<file path="config.mk">
export PLATFORM = sky130hd
export DESIGN_NAME = gpf_sieve
export DESIGN_NICKNAME = d
export VERILOG_FILES = /design/src/sv/gpf_pkg.sv /design/src/sv/gpf_sieve.sv
export SDC_FILE = /design/constraint.sdc
export NUM_CORES = 1
export LEC_CHECK = 0
export BUFFER_PORTS_ARGS = -buffer_cell sky130_fd_sc_hd__buf_2
export CAP_MARGIN = 10
export CORE_AREA = 2 2 157 113
export CTS_CLUSTER_SIZE = 30
export DETAILED_ROUTE_END_ITERATION = 8
export DIE_AREA = 0 0 159 115
export MAX_ROUTING_LAYER = met4
export PLACE_DENSITY_LB_ADDON = 0.08
export SYNTH_ARGS = -nofsm -noshare
export SYNTH_HDL_FRONTEND = slang
export SYNTH_SLANG_ARGS = --single-unit
</file>
<file path="constraint.sdc">
create_clock -name clk -period 6 [get_ports clk]
set_input_delay 1.2 -clock clk [delete_from_list [all_inputs] [get_ports clk]]
set_output_delay 1.2 -clock clk [all_outputs]
set_load 0.02 [all_outputs]
</file>
<file path="src/sv/gpf_pkg.sv">
// gpf_pkg: shared constants, types and helpers of the goldbach partition finder
`default_nettype none

package gpf_pkg;

  // sieve bound and field widths
  localparam int LIMIT   = 1048576;
  localparam int N_W     = 21;
  localparam int SP_W    = 20;
  localparam int LP_W    = 21;
  localparam int ST_W    = 2;

  localparam logic [31:0] LIMIT_U = 32'(LIMIT);

  // sieve counter widths: candidate multiples may run one step past the bound
  localparam int LIMIT_W = $clog2(LIMIT + 1);
  localparam int J_W     = LIMIT_W + 1;
  localparam int I_W     = (LIMIT_W + 1) / 2 + 1;

  // bitmap keeps odd numbers only, one bit per odd k at index k/2
  localparam int WORD_W  = 32;
  localparam int OFF_W   = $clog2(WORD_W);
  localparam int ODD_CNT = (LIMIT + 1) / 2;
  localparam int WORDS   = (ODD_CNT + WORD_W - 1) / WORD_W;
  localparam int ADDR_W  = (WORDS > 1) ? $clog2(WORDS) : 1;

  // result status codes
  localparam logic [ST_W-1:0] ST_FOUND = 2'd0;
  localparam logic [ST_W-1:0] ST_NONE  = 2'd1;
  localparam logic [ST_W-1:0] ST_BAD   = 2'd2;

  // one access on a bitmap port
  typedef struct packed {
    logic              en;
    logic              we;
    logic [ADDR_W-1:0] addr;
    logic [WORD_W-1:0] wdata;
  } ram_req_t;

  // word address of an odd number
  function automatic logic [ADDR_W-1:0] word_of(input logic [J_W-1:0] k);
    return k[ADDR_W+OFF_W:OFF_W+1];
  endfunction

  // bit position of an odd number inside its word
  function automatic logic [OFF_W-1:0] off_of(input logic [J_W-1:0] k);
    return k[OFF_W:1];
  endfunction

endpackage

`default_nettype wire

</file>
<file path="src/sv/gpf_sieve.sv">
// gpf_sieve: fills the odd-number primality bitmap after reset
`default_nettype none

module gpf_sieve import gpf_pkg::*; (
  input  logic              clk,
  input  logic              rst,
  input  logic [WORD_W-1:0] rdata,
  output ram_req_t          req,
  output logic              done
);

  typedef enum logic [2:0] {
    S_FILL,
    S_OUTER_RD,
    S_OUTER_CHK,
    S_INNER_RD,
    S_INNER_WR,
    S_DONE
  } state_t;

  localparam logic [WORD_W-1:0] FIRST_WORD = ~WORD_W'(1);

  state_t             state;
  logic [ADDR_W-1:0]  fill_addr;
  logic [I_W-1:0]     prime;
  logic [J_W-1:0]     mult;
  logic [2*I_W-1:0]   sq;
  logic [J_W-1:0]     step;
  logic [J_W-1:0]     prime_ext;

  // square and stride of the current prime
  always_comb begin
    sq        = {{I_W{1'b0}}, prime} * {{I_W{1'b0}}, prime};
    prime_ext = J_W'(prime);
    step      = prime_ext << 1;
  end

  assign done = (state == S_DONE);

  // sequencer: fill with ones (bit of 1 cleared), then strike odd multiples from p*p in steps of 2p
  always_ff @(posedge clk) begin
    if (rst) begin
      state     <= S_FILL;
      fill_addr <= '0;
      prime     <= I_W'(3);
      mult      <= '0;
    end else begin
      unique case (state)
        S_FILL: begin
          fill_addr <= fill_addr + 1'b1;
          if (fill_addr == ADDR_W'(WORDS - 1)) begin
            state <= S_OUTER_RD;
            prime <= I_W'(3);
          end
        end
        S_OUTER_RD: begin
          if (32'(sq) > LIMIT_U) begin
            state <= S_DONE;
          end else begin
            mult  <= J_W'(sq);
            state <= S_OUTER_CHK;
          end
        end
        S_OUTER_CHK: begin
          if (rdata[off_of(prime_ext)]) begin
            state <= S_INNER_RD;
          end else begin
            prime <= prime + I_W'(2);
            state <= S_OUTER_RD;
          end
        end
        S_INNER_RD: begin
          if (32'(mult) > LIMIT_U) begin
            prime <= prime + I_W'(2);
            state <= S_OUTER_RD;
          end else begin
            state <= S_INNER_WR;
          end
        end
        S_INNER_WR: begin
          mult  <= mult + step;
          state <= S_INNER_RD;
        end
        S_DONE: begin
          state <= S_DONE;
        end
        default: begin
          state <= S_FILL;
        end
      endcase
    end
  end

  // bitmap access for the current step
  always_comb begin
    req = '0;
    unique case (state)
      S_FILL: begin
        req.en    = 1'b1;
        req.we    = 1'b1;
        req.addr  = fill_addr;
        req.wdata = (fill_addr == '0) ? FIRST_WORD : '1;
      end
      S_OUTER_RD: begin
        req.en   = 1'b1;
        req.addr = word_of(prime_ext);
      end
      S_INNER_RD: begin
        req.en   = 1'b1;
        req.addr = word_of(mult);
      end
      S_INNER_WR: begin
        req.en    = 1'b1;
        req.we    = 1'b1;
        req.addr  = word_of(mult);
        req.wdata = rdata & ~(WORD_W'(1) << off_of(mult));
      end
      default: begin
        req = '0;
      end
    endcase
  end

endmodule

`default_nettype wire

</file>
Yosys cells after proc, flatten, opt, wreduce, memory -nomap -nowiden
Cells that the tools add are included.
{"block": "word_totals", "mem_bits_ro": 0, "mem_bits_rw": 0, "regBits": 51, "latch_bits": 0, "elab_cells": 51, "out_inout_bits": 49, "n_memories": 0}
{"block": "op_classes", "n_reduce_logical": 9, "div": 0, "bitwise": 2, "magnitude_cmp": 3, "multipliers": 1, "n_eq_ne": 10, "add_sub_neg": 3, "muxes": 18, "shift": 1}
{"op": "$pmux 32 s2", "count": 1}
{"op": "$pmux 22 s2", "count": 1}
{"op": "$pmux 14 s3", "count": 1}
{"op": "$mux 12", "count": 3}
{"op": "$pmux 12 s3", "count": 1}
{"op": "$and 32x32->32", "count": 1}
{"op": "$not 32->32", "count": 1}
{"op": "$shl 1x5->32 const A", "count": 1}
{"op": "$gt 24x21->1 const B", "count": 1}
{"op": "$mul 12x12->24", "count": 1}
{"op": "$add 22x13->22", "count": 1}
{"op": "$gt 22x21->1 const B", "count": 1}
{"op": "$mux 22", "count": 1}
{"op": "$pmux 3 s6", "count": 1}
{"op": "$add 14x1->14 const B", "count": 1}
{"op": "$eq 14x14->1 const B", "count": 1}
{"op": "$logic_not 14->1", "count": 1}
{"op": "$add 12x2->12 const B", "count": 1}
{"op": "$mux 3", "count": 3}
{"op": "$ne 2x2->1 const B", "count": 4}
{"op": "$eq 3x2->1 const B", "count": 2}
{"op": "$eq 3x3->1 const B", "count": 2}
{"op": "$lt 5x6->1 const B", "count": 1}
{"op": "$bmux 1 s5", "count": 1}
{"op": "10 further kinds", "count": 14}

Depth between registers and ports, before layout
{"block": "logic_depth", "depth_word": 4, "mapped_depth": 27, "mapped_depth_nobuf": 24}

Worst setup path after synthesis
OpenSTA, ideal clock, no wires.
{"block": "synth_timing", "path_kind": "register to register", "start": "reg prime[2]", "end": "reg mult[0]", "setup_time_ns": 0.128, "t_required_ns": 5.872, "path_stages_with_launch": 26, "slack_ns": -0.529, "arrival_ns": 6.402, "path_cell_list": "dfxtp_1 clkbuf_1 clkbuf_1 and2_1 inv_1 fa_1 inv_1 fa_1 fa_1 fa_1 inv_1 fa_1 inv_1 ha_1 and3_1 and3_1 a211oi_4 nor3_1 a211o_1 nor4_1 a32oi_2 nor2_4 buf_6 buf_6 mux2i_1 nor2_1"}
{"block": "synth_via", "elab_chain_len": 4}
{"element": "start: declaration", "line_no": "gpf_sieve.sv:25", "rtl": "logic [I_W-1:0] prime;"}
{"element": "start signal: assignment", "line_no": "gpf_sieve.sv:68", "rtl": "prime <= prime + I_W'(2);"}
{"element": "start signal: assignment", "line_no": "gpf_sieve.sv:74", "rtl": "prime <= prime + I_W'(2);"}
{"element": "$mul 12x12->24", "line_no": "gpf_sieve.sv:33", "rtl": "sq = {{I_W{1'b0}}, prime} * {{I_W{1'b0}}, prime};"}
{"element": "$gt 24x21->1", "line_no": "gpf_sieve.sv:57", "rtl": "if (32'(sq) > LIMIT_U) begin"}
{"element": "$ne 2x2->1 (no line)"}
{"element": "$reduce_and 2->1 (no line)"}
{"element": "end signal: assignment", "line_no": "gpf_sieve.sv:60", "rtl": "mult <= J_W'(sq);"}
{"element": "end signal: assignment", "line_no": "gpf_sieve.sv:81", "rtl": "mult <= mult + step;"}
{"element": "end: declaration", "line_no": "gpf_sieve.sv:26", "rtl": "logic [J_W-1:0] mult;"}
Every way passes these cells.
A chain may end at the register's enable or synchronous reset.

Final worst setup path
{"block": "layout_timing", "start": "reg prime[9]", "end": "reg mult[2]"}
The elaborated chain is that of the path after synthesis.

==> results.md <==
- Xor and xnor area share after synthesis: between 4 and 5%
- Slew headroom: between 40% and 50%
- Most used DFF post-synth: dfxtp_1
- Vias/cell: 5.42
- Final Skew: 4.60 ps
- DR pass1 iterations: 5
- Distinct cells, synth: around 70
- Final Max Slew Viols: 0
- Via count: a little under 8k
- Post-route cell area: 10400 um^2
- Final hold violation count: 0
- Total core area: around 17000 um^2
- Global-route wire length before repair: 37600 um
- CTS Buffer Depth: 2
- Max FO, Critical Path: 6
- Largest family of logic cells by synthesized area: adder cells
- Die X: around 160 um
- Ant diodes: 0
- Syn nets: between 1k and 1.5k
- Clock Tree Root: clkbuf_16
- Synth area leaders: fa_1, dfxtp_1, ha_1, inv_1, a21oi_1
- Gpl congestion: roughly 0.9
- Share of the synthesized area in the top cell type: 20.0%
- CP Data Required Time: between 6000 and 7000 ps
- H-tree levels: 2
- CP Launch Type: flip-flop
- Fin nets: around 1.4k
- IO buf count: 82
- CP max stage delay: approximately 520 ps
- CP Cell Sequence: buf_6, nand2_4, inv_2, fa_1, inv_2, fa_1, inv_2, fa_1, fa_1, inv_2, fa_1, inv_2, ha_4, or2_4, and3_4, a211oi_4, nor3_2, a211o_1, nor4_4, a32oi_4, buf_4, buf_6, or4_1, a31oi_1
- Post-synthesis average cell area: 8.01 um^2
- Total track usage: between 20% and 30%
- Clk Latency, worst-skew pair: roughly 300 ps
- Final WS setup: -40.6 ps
- Slowest CP cell: fa_1
- Initial antenna violation count: 1
- Grt total ovfl: 0
- Number of CTS-inserted buffers: 5
- WL/cell: 16.5 um
- Flops & latches, synth: between 50 and 60
- Tcrit/Tclk final: 101%
- Register area share after synthesis: around 12%
- Layout cell share with drive strength beyond 1: 27.8%
- Clk pin slew, worst setup/hold paths: approximately 80 ps
- Crit path DAT: approximately 6300 ps
- Simple-Gate Fraction of Synth Area: 19.0%
- Worst VDD drop: ~110 uV
- Antenna-violating nets left: 0
- Outcome: finished, violations left
- Syn Std Cell Area: 8300 um^2
- Placed Area: 9710 um^2
- Clk sink count: just over 50
- Crit Path Category: reg -> reg
- Fraction of registers with async set/reset: 0%
- Synthesis Warnings: 0
- Final setup vio count: 3
- Pwr Density: ~74 nW/um^2
- Initial DRC count: 603
- Minimum clock period: between 6000 and 7000 ps
- Num ports: 83
- HP Class: reg -> reg
- # DRC: 0
- Violated checks: negative setup slack
- Post-synth EDFFs: 0
- Post-Synth Adder-Cell Area: a little under a third
- Die area: roughly 18000 um^2
- Max-Cap Viols: 0
- Post-synthesis compound-gate area fraction: 16.4%
- Initial Util: around half
- CP top delay family: adder cells
- Worst Tran Pin Value: ~770 ps
- Largest net degree at the start of global routing: 46
- CP endpoint kind: flip-flop
- Mux contribution to synthesized area: about 6.3%
- Syn Inst Count: about 1.0k
- Cts hold-fix bufs: 0
- DP HPWL: around 19000 um
- Worst Path Buf+Inv: 8
- CTS tree: built
- FP Rows: 40
- Post-synth top area cell: fa_1
- Drt total wl: approximately 24000 um
- Vias in the first global route: about 7.1k
- RSZ-0062 raised after global routing: yes
- Height of the die: around 120 um
- LEAKAGE: ~0.005 uW
- Tot Pwr: roughly 780 uW
- Peak Freq: between 150 and 200 MHz
- Area Growth Syn to Fin: 25.8%
## logic make-up (layout without fill, tap and decap cells)
group / after synthesis / in the layout
buffers and inverters: 210 / 377
multiplexers: 39 / 39
AO/OA/AOI/OAI: 219 / 219
XOR/XNOR: 47 / 47
AND/OR/NAND/NOR: 313 / 313
flip-flops: 51 / 51
adder cells (fa/ha/maj): 157 / 157
## cell type report
class,instances,area (um^2)
multi-input combinational,775,6850
inverter,159,597
fill,1518,6380
timing repair buffer,210,1450
clock inverter,3,66.3
sequential,51,1060
clock buffer,5,125
tap,231,289
## layout by cell type, fill, tap and decap left out, types with 3 or more instances in the layout
cell       Yosys  layout
a211o_1        5       5
a211oi_1       9       8
a21o_1        10      10
a21oi_1       72      70
a31oi_1        8       7
and2_1        41      35
and2_4         0       6
and3_4         0       3
buf_2          2      82
buf_4          0     117
buf_6          4       7
clkbuf_16      0       6
dfxtp_1       51      38
dfxtp_2        0       3
dfxtp_4        0      10
fa_1          83      81
ha_1          74      65
ha_4           0       7
inv_1        157     144
inv_2          1      14
mux2i_1       27      25
mux4_2         8       8
nand2_1       79      75
nand2b_1       9       9
nand3_1       21      21
nand3b_1      10      10
nand4_1       12      12
nor2_1        76      73
nor2_2         1       4
nor2b_1        7       7
nor3_1        15      12
nor4_1         6       4
o211ai_1       4       4
o21a_1         5       5
o21ai_0       71      69
o31a_1         3       3
or2_2         12      11
or3_1          8       8
xnor2_1       25      23
xor2_1        22      21
## worst paths after layout
| path | start | endpoint | slack [ps] | cells after the start |
|---|---|---|---|---|
| max reg2reg | prime[9]$_SDFFE_PP0P_ | mult[2]$_SDFFE_PP0P_ | -40 | 24 |
| max | prime[9]$_SDFFE_PP0P_ | mult[2]$_SDFFE_PP0P_ | -40 | 24 |
| min reg2reg | mult[21]$_SDFFE_PP0P_ | mult[21]$_SDFFE_PP0P_ | 500 | 2 |
| min | mult[21]$_SDFFE_PP0P_ | mult[21]$_SDFFE_PP0P_ | 500 | 2 |
## metal layers
| layer | part of all wire, % | wire [um] | GRT usage, % |
|---|---|---|---|
| met3 | 6.0 | 1420 | 2.92 |
| met4 | 0.63 | 148 | 3.21 |
| met1 | 52 | 12300 | 41.2 |
| met5 | 0 | 0 | - |
| met2 | 41 | 9810 | 37.2 |
## worst min-delay path, stage by stage, from the launching register on
cell      delay [ps]
dfxtp_1          320
nand3b_1          80
a21oi_1           50
## what timing repair did
item,in CTS,in global routing
setup endpoints to repair,21,25
setup buffers,3,14
resized for setup,26,69
pin swaps,8,53
hold endpoints to repair,0,0
cloned,0,2
## power breakdown
| part | internal, uW | total, uW | leakage [uW] | switching (uW) |
|---|---|---|---|---|
| clock network | 240 | 388 | 0.0000943 | 148 |
| logic | 23.6 | 51.5 | 0.00442 | 27.9 |
| registers | 335 | 338 | 0.000419 | 2.43 |
| total | 599 | 777 | 0.00493 | 178 |
## Yosys cell counts, types with 3 or more instances
master,instances
a211o_1,5
a211oi_1,9
a21o_1,10
a21oi_1,72
a221oi_1,3
a2bb2oi_1,3
a31oi_1,8
and2_1,41
and3_1,3
and4_1,3
buf_6,4
clkbuf_1,44
dfxtp_1,51
fa_1,83
ha_1,74
inv_1,157
mux2i_1,27
mux4_2,8
nand2_1,79
nand2b_1,9
nand3_1,21
nand3b_1,10
nand4_1,12
nor2_1,76
nor2b_1,7
nor3_1,15
nor4_1,6
nor4b_1,3
o211ai_1,4
o21a_1,5
o21ai_0,71
o31a_1,3
or2_2,12
or3_1,8
xnor2_1,25
xor2_1,22
## through the flow
| step | hold WS, ps | utilization (%) | cells | setup slack [ps] | TNS (ps) |
|---|---|---|---|---|---|
| after CTS | 506 | 59.5 | 1418 | 0.604 | 0 |
| after global routing | 536 | 62.1 | 1434 | -241 | -3350 |
| after detailed placement | 493 | 57.8 | 1407 | -154 | -1580 |
| after global placement | 499 | 57.8 | 1407 | -164 | -1170 |
| final | 503 | 62.1 | 1434 | -40.6 | -69.5 |
| after floorplan | 462 | - | 1036 | -3.49 | -3.49 |
## state kept, by name, summed over array words and instances, names as in the netlist
name	cells
state	3
fill_addr	14
mult	22
prime	12
No activity file was read; power rests on OpenSTA's default activity.
